**src/hdl/irom_pkg.sv**
```systemverilog
// Shared types, constants and helper functions for the Roman numeral encoder.
package irom_pkg;

  localparam int unsigned VALUE_W = 12;
  localparam int unsigned SYM_W   = 8;
  localparam int unsigned DIGITS  = 4;

  localparam logic [VALUE_W-1:0] MAX_VALID = 12'd3999;

  localparam logic [1:0] DIG_ONES = 2'd0;
  localparam logic [1:0] DIG_TENS = 2'd1;
  localparam logic [1:0] DIG_HUND = 2'd2;
  localparam logic [1:0] DIG_THOU = 2'd3;

  localparam logic [SYM_W-1:0] SYM_NONE = 8'h00;
  localparam logic [SYM_W-1:0] SYM_I    = 8'h49;
  localparam logic [SYM_W-1:0] SYM_V    = 8'h56;
  localparam logic [SYM_W-1:0] SYM_X    = 8'h58;
  localparam logic [SYM_W-1:0] SYM_L    = 8'h4C;
  localparam logic [SYM_W-1:0] SYM_C    = 8'h43;
  localparam logic [SYM_W-1:0] SYM_D    = 8'h44;
  localparam logic [SYM_W-1:0] SYM_M    = 8'h4D;

  typedef logic [3:0] digit_t;

  typedef struct packed {
    logic                      invalid;
    logic [DIGITS-1:0][3:0]    digits;
  } entry_t;

  typedef struct packed {
    logic full;
    logic empty;
  } fifo_stat_t;

  typedef enum logic [1:0] {
    FR_IDLE,
    FR_CONV,
    FR_PUSH
  } front_state_t;

  typedef enum logic {
    BK_IDLE,
    BK_RUN
  } back_state_t;

  function automatic logic [13:0] digit_scale(logic [1:0] idx);
    logic [13:0] s;
    case (idx)
      DIG_THOU: s = 14'd1000;
      DIG_HUND: s = 14'd100;
      DIG_TENS: s = 14'd10;
      default:  s = 14'd1;
    endcase
    return s;
  endfunction

  function automatic logic [2:0] digit_len(digit_t d);
    logic [2:0] n;
    if (d < 4'd4) begin
      n = d[2:0];
    end else if (d == 4'd4) begin
      n = 3'd2;
    end else if (d < 4'd9) begin
      n = 3'(d - 4'd4);
    end else begin
      n = 3'd2;
    end
    return n;
  endfunction

  function automatic logic [SYM_W-1:0] roman_sym(logic [1:0] idx, digit_t d, logic [1:0] pos);
    logic [SYM_W-1:0] unit;
    logic [SYM_W-1:0] five;
    logic [SYM_W-1:0] ten;
    logic [SYM_W-1:0] s;
    case (idx)
      DIG_THOU: begin
        unit = SYM_M; five = SYM_M; ten = SYM_M;
      end
      DIG_HUND: begin
        unit = SYM_C; five = SYM_D; ten = SYM_M;
      end
      DIG_TENS: begin
        unit = SYM_X; five = SYM_L; ten = SYM_C;
      end
      default: begin
        unit = SYM_I; five = SYM_V; ten = SYM_X;
      end
    endcase
    if (d < 4'd4) begin
      s = unit;
    end else if (d == 4'd4) begin
      s = (pos == 2'd0) ? unit : five;
    end else if (d < 4'd9) begin
      s = (pos == 2'd0) ? five : unit;
    end else begin
      s = (pos == 2'd0) ? unit : ten;
    end
    return s;
  endfunction

endpackage

```
**src/hdl/irom_front.sv**
```systemverilog
// Front end: accepts a value, flags it invalid or splits it into decimal digits.
module irom_front (
  input  logic                           clk,
  input  logic                           rst_n,
  input  logic                           start,
  input  logic [irom_pkg::VALUE_W-1:0]   in_value,
  output logic                           busy,
  input  irom_pkg::fifo_stat_t           fifo_stat,
  output logic                           push,
  output irom_pkg::entry_t               push_entry
);
  import irom_pkg::*;

  front_state_t         state_r, state_nxt;
  logic [VALUE_W-1:0]   rem_r, rem_nxt;
  logic [1:0]           stage_r, stage_nxt;
  entry_t               ent_r, ent_nxt;
  logic [13:0]          scale;
  logic [13:0]          rem_ext;
  logic [13:0]          rem_sub;
  digit_t               dig;

  always_ff @(posedge clk) begin
    if (!rst_n) begin
      state_r <= FR_IDLE;
    end else begin
      state_r <= state_nxt;
    end
  end

  always_ff @(posedge clk) begin
    rem_r   <= rem_nxt;
    stage_r <= stage_nxt;
    ent_r   <= ent_nxt;
  end

  always_comb begin
    scale   = digit_scale(stage_r);
    rem_ext = 14'(rem_r);
    dig     = '0;
    for (int k = 1; k <= 9; k++) begin
      if (rem_ext >= scale * 14'(k)) begin
        dig = 4'(k);
      end
    end
    rem_sub = rem_ext - 14'(dig) * scale;
  end

  always_comb begin
    state_nxt  = state_r;
    rem_nxt    = rem_r;
    stage_nxt  = stage_r;
    ent_nxt    = ent_r;
    busy       = 1'b1;
    push       = 1'b0;
    push_entry = ent_r;
    case (state_r)
      FR_IDLE: begin
        busy = 1'b0;
        if (start) begin
          rem_nxt         = in_value;
          stage_nxt       = DIG_THOU;
          ent_nxt.invalid = (in_value == '0) || (in_value > MAX_VALID);
          state_nxt       = FR_CONV;
        end
      end
      FR_CONV: begin
        ent_nxt.digits[stage_r] = dig;
        rem_nxt                 = rem_sub[VALUE_W-1:0];
        if (stage_r == DIG_TENS) begin
          ent_nxt.digits[DIG_ONES] = rem_sub[3:0];
          state_nxt                = FR_PUSH;
        end else begin
          stage_nxt = stage_r - 2'd1;
        end
      end
      FR_PUSH: begin
        if (!fifo_stat.full) begin
          push      = 1'b1;
          state_nxt = FR_IDLE;
        end
      end
      default: begin
        state_nxt = FR_IDLE;
      end
    endcase
  end

endmodule

```
**src/hdl/irom_fifo.sv**
```systemverilog
// Two-entry queue that carries converted digits from the front end to the back end.
module irom_fifo (
  input  logic                  clk,
  input  logic                  rst_n,
  input  logic                  push,
  input  irom_pkg::entry_t      push_entry,
  input  logic                  pop,
  output irom_pkg::entry_t      head,
  output irom_pkg::fifo_stat_t  stat
);
  import irom_pkg::*;

  entry_t      mem [2];
  logic        wr_ptr_r, wr_ptr_nxt;
  logic        rd_ptr_r, rd_ptr_nxt;
  logic [1:0]  count_r, count_nxt;

  always_ff @(posedge clk) begin
    if (push) begin
      mem[wr_ptr_r] <= push_entry;
    end
  end

  always_ff @(posedge clk) begin
    if (!rst_n) begin
      wr_ptr_r <= 1'b0;
      rd_ptr_r <= 1'b0;
      count_r  <= 2'd0;
    end else begin
      wr_ptr_r <= wr_ptr_nxt;
      rd_ptr_r <= rd_ptr_nxt;
      count_r  <= count_nxt;
    end
  end

  always_comb begin
    wr_ptr_nxt = push ? ~wr_ptr_r : wr_ptr_r;
    rd_ptr_nxt = pop ? ~rd_ptr_r : rd_ptr_r;
    count_nxt  = count_r + 2'(push) - 2'(pop);
    stat.full  = (count_r == 2'd2);
    stat.empty = (count_r == 2'd0);
    head       = mem[rd_ptr_r];
  end

endmodule

```
**src/hdl/irom_back.sv**
```systemverilog
// Back end: one Roman symbol per cycle from queued digits, none at a zero.
module irom_back (
  input  logic                          clk,
  input  logic                          rst_n,
  input  irom_pkg::fifo_stat_t          fifo_stat,
  input  irom_pkg::entry_t              head,
  output logic                          pop,
  output logic                          out_valid,
  output logic [irom_pkg::SYM_W-1:0]    out_symbol,
  output logic                          out_last,
  output logic                          out_invalid
);
  import irom_pkg::*;

  back_state_t        state_r, state_nxt;
  entry_t             ent_r, ent_nxt;
  logic [1:0]         idx_r, idx_nxt;
  logic [1:0]         pos_r, pos_nxt;
  logic               valid_r, valid_nxt;
  logic [SYM_W-1:0]   symbol_r, symbol_nxt;
  logic               last_r, last_nxt;
  logic               invalid_r, invalid_nxt;
  digit_t             dig;
  logic [2:0]         len;
  logic               end_of_digit;
  logic               lower_zero;

  always_ff @(posedge clk) begin
    if (!rst_n) begin
      state_r <= BK_IDLE;
      valid_r <= 1'b0;
    end else begin
      state_r <= state_nxt;
      valid_r <= valid_nxt;
    end
  end

  always_ff @(posedge clk) begin
    ent_r     <= ent_nxt;
    idx_r     <= idx_nxt;
    pos_r     <= pos_nxt;
    symbol_r  <= symbol_nxt;
    last_r    <= last_nxt;
    invalid_r <= invalid_nxt;
  end

  always_comb begin
    dig          = ent_r.digits[idx_r];
    len          = digit_len(dig);
    end_of_digit = ({1'b0, pos_r} == (len - 3'd1));
    lower_zero   = 1'b1;
    for (int i = 0; i < DIGITS - 1; i++) begin
      if ((2'(i) < idx_r) && (ent_r.digits[i] != 4'd0)) begin
        lower_zero = 1'b0;
      end
    end
  end

  always_comb begin
    state_nxt   = state_r;
    ent_nxt     = ent_r;
    idx_nxt     = idx_r;
    pos_nxt     = pos_r;
    pop         = 1'b0;
    valid_nxt   = 1'b0;
    symbol_nxt  = symbol_r;
    last_nxt    = last_r;
    invalid_nxt = invalid_r;
    case (state_r)
      BK_IDLE: begin
        if (!fifo_stat.empty) begin
          pop       = 1'b1;
          ent_nxt   = head;
          idx_nxt   = DIG_THOU;
          pos_nxt   = 2'd0;
          state_nxt = BK_RUN;
        end
      end
      BK_RUN: begin
        if (ent_r.invalid) begin
          valid_nxt   = 1'b1;
          symbol_nxt  = SYM_NONE;
          last_nxt    = 1'b1;
          invalid_nxt = 1'b1;
          state_nxt   = BK_IDLE;
        end else if (dig == 4'd0) begin
          idx_nxt = idx_r - 2'd1;
          pos_nxt = 2'd0;
          if (idx_r == DIG_ONES) begin
            state_nxt = BK_IDLE;
          end
        end else begin
          valid_nxt   = 1'b1;
          symbol_nxt  = roman_sym(idx_r, dig, pos_r);
          last_nxt    = end_of_digit && lower_zero;
          invalid_nxt = 1'b0;
          if (end_of_digit && lower_zero) begin
            state_nxt = BK_IDLE;
          end else if (end_of_digit) begin
            idx_nxt = idx_r - 2'd1;
            pos_nxt = 2'd0;
          end else begin
            pos_nxt = pos_r + 2'd1;
          end
        end
      end
      default: begin
        state_nxt = BK_IDLE;
      end
    endcase
  end

  assign out_valid   = valid_r;
  assign out_symbol  = symbol_r;
  assign out_last    = last_r;
  assign out_invalid = invalid_r;

endmodule

```
**src/hdl/integer_to_roman_encoder_core.sv**
```systemverilog
// Top level of the integer to Roman numeral encoder.
//
// A value is handed over with start while busy is low; that cycle is the transfer.
// The front end checks the range, splits the value into four decimal digits
// (thousands, then hundreds, then tens together with ones) and pushes the
// result; busy stays high from the transfer until the push, which waits while
// the two-entry queue to the back end is full; no new value is taken until the
// last one has been pushed. The back end takes one queued entry only while idle,
// loads it and then emits one symbol per cycle, except that each zero digit ahead
// of the last nonzero digit is skipped without a symbol, leading zeros delaying
// the first symbol; 3888 gives the longest output. When the back end is free,
// the first symbol of a value of 1000 or more, or the single invalid result,
// follows the transfer through the front end's digit steps and push, the queue,
// the back end's load and its output register.
// Each symbol is shown on out_symbol for one cycle with out_valid high; out_last
// marks the final symbol. A value of 0 or above 3999 gives a single transfer with
// out_invalid and out_last high and out_symbol zero.
// The receiver cannot stall, so symbols are never held back once emitted.
// A synchronous reset empties the queue and returns both ends to idle.
module integer_to_roman_encoder_core (
  input  logic                          clk,
  input  logic                          rst_n,
  input  logic                          start,
  output logic                          busy,
  input  logic [irom_pkg::VALUE_W-1:0]  in_value,
  output logic                          out_valid,
  output logic [irom_pkg::SYM_W-1:0]    out_symbol,
  output logic                          out_last,
  output logic                          out_invalid
);
  import irom_pkg::*;

  fifo_stat_t  fifo_stat;
  logic        push;
  logic        pop;
  entry_t      push_entry;
  entry_t      head;

  irom_front u_front (
    .clk        (clk),
    .rst_n      (rst_n),
    .start      (start),
    .in_value   (in_value),
    .busy       (busy),
    .fifo_stat  (fifo_stat),
    .push       (push),
    .push_entry (push_entry)
  );

  irom_fifo u_fifo (
    .clk        (clk),
    .rst_n      (rst_n),
    .push       (push),
    .push_entry (push_entry),
    .pop        (pop),
    .head       (head),
    .stat       (fifo_stat)
  );

  irom_back u_back (
    .clk         (clk),
    .rst_n       (rst_n),
    .fifo_stat   (fifo_stat),
    .head        (head),
    .pop         (pop),
    .out_valid   (out_valid),
    .out_symbol  (out_symbol),
    .out_last    (out_last),
    .out_invalid (out_invalid)
  );

endmodule

```
**config.mk**
```make
export PLATFORM = sky130hd
export DESIGN_NAME = integer_to_roman_encoder_core
export DESIGN_NICKNAME = d
export VERILOG_FILES = /design/src/hdl/irom_pkg.sv /design/src/hdl/irom_front.sv /design/src/hdl/irom_fifo.sv /design/src/hdl/irom_back.sv /design/src/hdl/integer_to_roman_encoder_core.sv
export SDC_FILE = /design/constraint.sdc
export NUM_CORES = 1
export LEC_CHECK = 0
export BUFFER_PORTS_ARGS = -buffer_cell sky130_fd_sc_hd__buf_2
export CORE_MARGIN = 2
export CORE_UTILIZATION = 43
export CTS_CLUSTER_DIAMETER = 100
export DETAILED_ROUTE_END_ITERATION = 16
export PLACE_DENSITY = 0.69
export SLEW_MARGIN = 20
export SYNTH_ARGS = -nofsm -noshare
export SYNTH_HDL_FRONTEND = slang
export SYNTH_HIERARCHICAL = 1
export SYNTH_SLANG_ARGS = --single-unit
```
**constraint.sdc**
```tcl
create_clock -name clk -period 7.4 [get_ports clk]
set_clock_uncertainty 0.15 [all_clocks]
set_input_delay 1.11 -clock clk [delete_from_list [all_inputs] [get_ports clk]]
set_output_delay 1.11 -clock clk [all_outputs]
set_load 0.01 [all_outputs]
```
==> qor.csv <==
stage,metric,value,unit
synth,synth_seq_cells,103,
cts,insertion_delay,0.34,ns
cts,clkTransAtPathRegs,0.08,ns
sta,max-slew-margin-rel,38.5,%
grt,antenna_found_initial,0,
floorplan,ios,27,
final_layout,final_common_cell,ha_1,
final_layout,finalNonFillerCells,1016,
cts,cts_tree,built,
floorplan,die_y,141,um
final_layout,diodes,0,
sta,min_period,6.92,ns
sta,tightestPinTransition,0.921,ns
sta,slew_viol_final,0,
sta,max_freq,0.144,GHz
final_layout,fin_nets,915,
synth,yosys_most_used_dff,edfxtp_1,
job,maxCapViolations,0,
final_layout,layout_common_cells,"ha_1, edfxtp_1, inv_1, nand2_1, nor2_1",
floorplan,fp.dieW,141,um
synth,syn_area_per_cell,10.8,um^2
synth,syn_area,8070,um^2
critical_path,worstPathArrival,6.86,ns
critical_path,critPathLaunchType,flop,
critical_path,crit_type,reg2reg,
floorplan,coreArea,18600,um^2
routing,final_antenna_net_count,0,
routing,drt_first_pass_iters,5,
min_path,hold_path.class,reg2reg,
grt,grt_overflow,0,
synth,synth_cell_types,87,
cts,cts.sink_count,103,
routing,via_count,5719,
sta,finalHoldViolCount,0,
floorplan,rows,50,
routing,drc_errors,0,
final_layout,multi_input_area,4680,um^2
grt,grt_usage,18.5,%
sta,fin_crit_sh,93.5,%
synth,syn_inst,745,
critical_path,slowest_delay,0.50,ns
floorplan,dieArea,19900,um^2
critical_path,cp_top_family,adder cells,
routing,via_per_inst,5.63,
routing,post_drt_wl_per_cell,17.3,um
critical_path,cpMaxStageDelayCell,fa_1,
synth,synth-edff-count,94,
critical_path,cp_max_fo,6,
grt,first_global_vias,5723,
final_layout,regArea,3000,um^2
routing,drt_iter0_drc,402,
place,gp_congestion,0.912,
place,hpwlAfterDp,13.7,mm
sta,setup_viol,0,
cts,cts_buffer_depth,2,
critical_path,critPathMostFrequentCell,ha_1,
synth,synthArstFlopShare,0,%
critical_path,end_kind,flop,
grt,grt_first_pass_wirelength,29.1,mm
routing,drt_wl_total,17.6,mm
final_layout,area_growth,8.99,%
grt,grt_max_degree,33,
critical_path,critical_path.n_buffers_inverters,4,
final_layout,layout-drive-gt1-share,14.1,%
sta,setup_tns,0,ns
status,outcome,"complete, no violations",
cts,cts_made_buffers,9,
synth,yosys_warnings,6,
sta,rsz0062_at_grt,no,
synth,yosysSeqAreaShare,37.2,%
final_layout,fillCellCount,1715,
critical_path,required,7.33,ns
cts,cts_max_level,3,
floorplan,start_util,43.4,%
place,port_buffers,24,
place,dp_cells,998,
cts,cts_root_buf,clkbuf_16,
area by class of cell:
class	instances	share of cell area, %
clock buffer	10	2.72
tap	234	3.33
multi-input combinational	546	53.2
inverter	76	3.27
sequential	103	34.1
clock inverter	6	0.583
timing repair buffer	41	2.82
kinds of logic (layout without fill, tap and decap cells):
family	count (synthesis)	count (layout)	share of synthesized area [%]
adder cells (fa/ha/maj)	123	123	21.0
other	1	2	0.0465
buffers and inverters	97	133	5.08
AND/OR/NAND/NOR	187	187	12.4
flip-flops	103	103	37.2
multiplexers	27	27	4.96
AO/OA/AOI/OAI	184	184	16.6
XOR/XNOR	23	23	2.76
worst paths after layout:
check	depth (start not counted)	from	endpoint	slack (ns)
worst min-delay path	0	u_front/push_entry[12]	u_fifo/mem[1][12]	0.30
worst max-delay path	30	u_front/stage_r[0]	u_front/rem_r[11]	0.48
worst min register to register	0	u_front/push_entry[12]	u_fifo/mem[1][12]	0.30
worst max register to register	30	u_front/stage_r[0]	u_front/rem_r[11]	0.48
stage by stage:
stage	setup slack [ns]	utilization [%]	hold slack [ns]	cell area (um^2)
2_1_floorplan	0.0797	-	0.271	8080
3_3_place_gp	0.189	45.6	0.274	8480
3_5_place_dp	0.0121	45.6	0.286	8480
4_1_cts	0.166	47.2	0.302	8780
5_1_grt	0.0318	47.4	0.316	8800
6_report	0.478	47.4	0.300	8800
worst reg2reg max path: cells and delay by family, from the launching register on:
kind | cells | cell delay (ns)
AOI/OAI and AO/OA | 8 | 1.46
xor gates and xnor gates | 2 | 0.27
adders and majority gates | 8 | 2.68
buffers and inverters | 4 | 0.30
DFF | 1 | 0.49
and+or+nand+nor | 8 | 1.30
sequential cells by signal, summed over array words and instances, names as in the netlist, named ones only:
signal and flops:
u_back/state_r 1, u_fifo/mem 34, u_fifo/wr_ptr_r 1, u_back/out_symbol 6
u_front/push_entry 17, u_fifo/rd_ptr_r 1, u_back/idx_r 2, u_front/rem_r 12
u_front/stage_r 2, u_fifo/count_r 2, u_back/pos_r 2, u_back/out_last 1
u_front/state_r 2, u_back/ent_r 17, u_back/out_invalid 1, u_back/out_valid 1
cell usage after synthesis (all sizes together), types with 2 or more instances:
master,number,area share [%]
clkinv,2,0.093
nand2,48,2.2
a221oi,5,0.98
ha,102,16
and2,18,1.4
o211ai,5,0.53
fa,21,5.2
nor2b,13,1.0
o21a,13,1.2
or3,2,0.15
xor2,6,0.65
nand3,15,0.99
o211a,2,0.25
o31a,3,0.33
nor4,7,0.62
o41ai,2,0.31
nor2,39,1.9
o31ai,5,0.64
nand4,7,0.54
nor3,9,0.56
o2111ai,2,0.22
nand3b,2,0.19
nor4b,3,0.33
xnor2,16,1.8
a211oi,11,1.0
a21oi,37,2.4
and4,3,0.33
a31oi,10,1.2
inv,74,3.5
nor3b,6,0.70
clkbuf,11,0.51
buf,10,1.0
a21o,12,1.1
o21bai,6,0.56
and3,5,0.39
mux2,18,3.0
mux2i,4,0.50
edfxtp,94,35
or2,2,0.15
nand2b,4,0.40
o221ai,3,0.33
mux4,5,1.5
dfxtp,9,2.2
o21ai,49,3.1
a2111oi,8,0.90
metal layers:
metal / track usage, % / part of all wire (%) / vias up
met3: 3.43 / 4.2 / 45
li1: - / - / 2821
met5: 0 / 0 / -
met1: 23.0 / 44 / 2721
met4: 7.95 / 3.6 / 0
met2: 31.6 / 48 / 132
timing repair:
action,in CTS,in global routing
hold buffers,0,0
setup endpoints to repair,1,5
gates resized for setup,1,2
gates cloned,0,0
pin swaps,0,1
endpoints found under the hold margin,0,0
buffers inserted,0,2
Power is not shown: default switching activity piles up to over one toggle a cycle in this logic, so the estimate is an artifact.
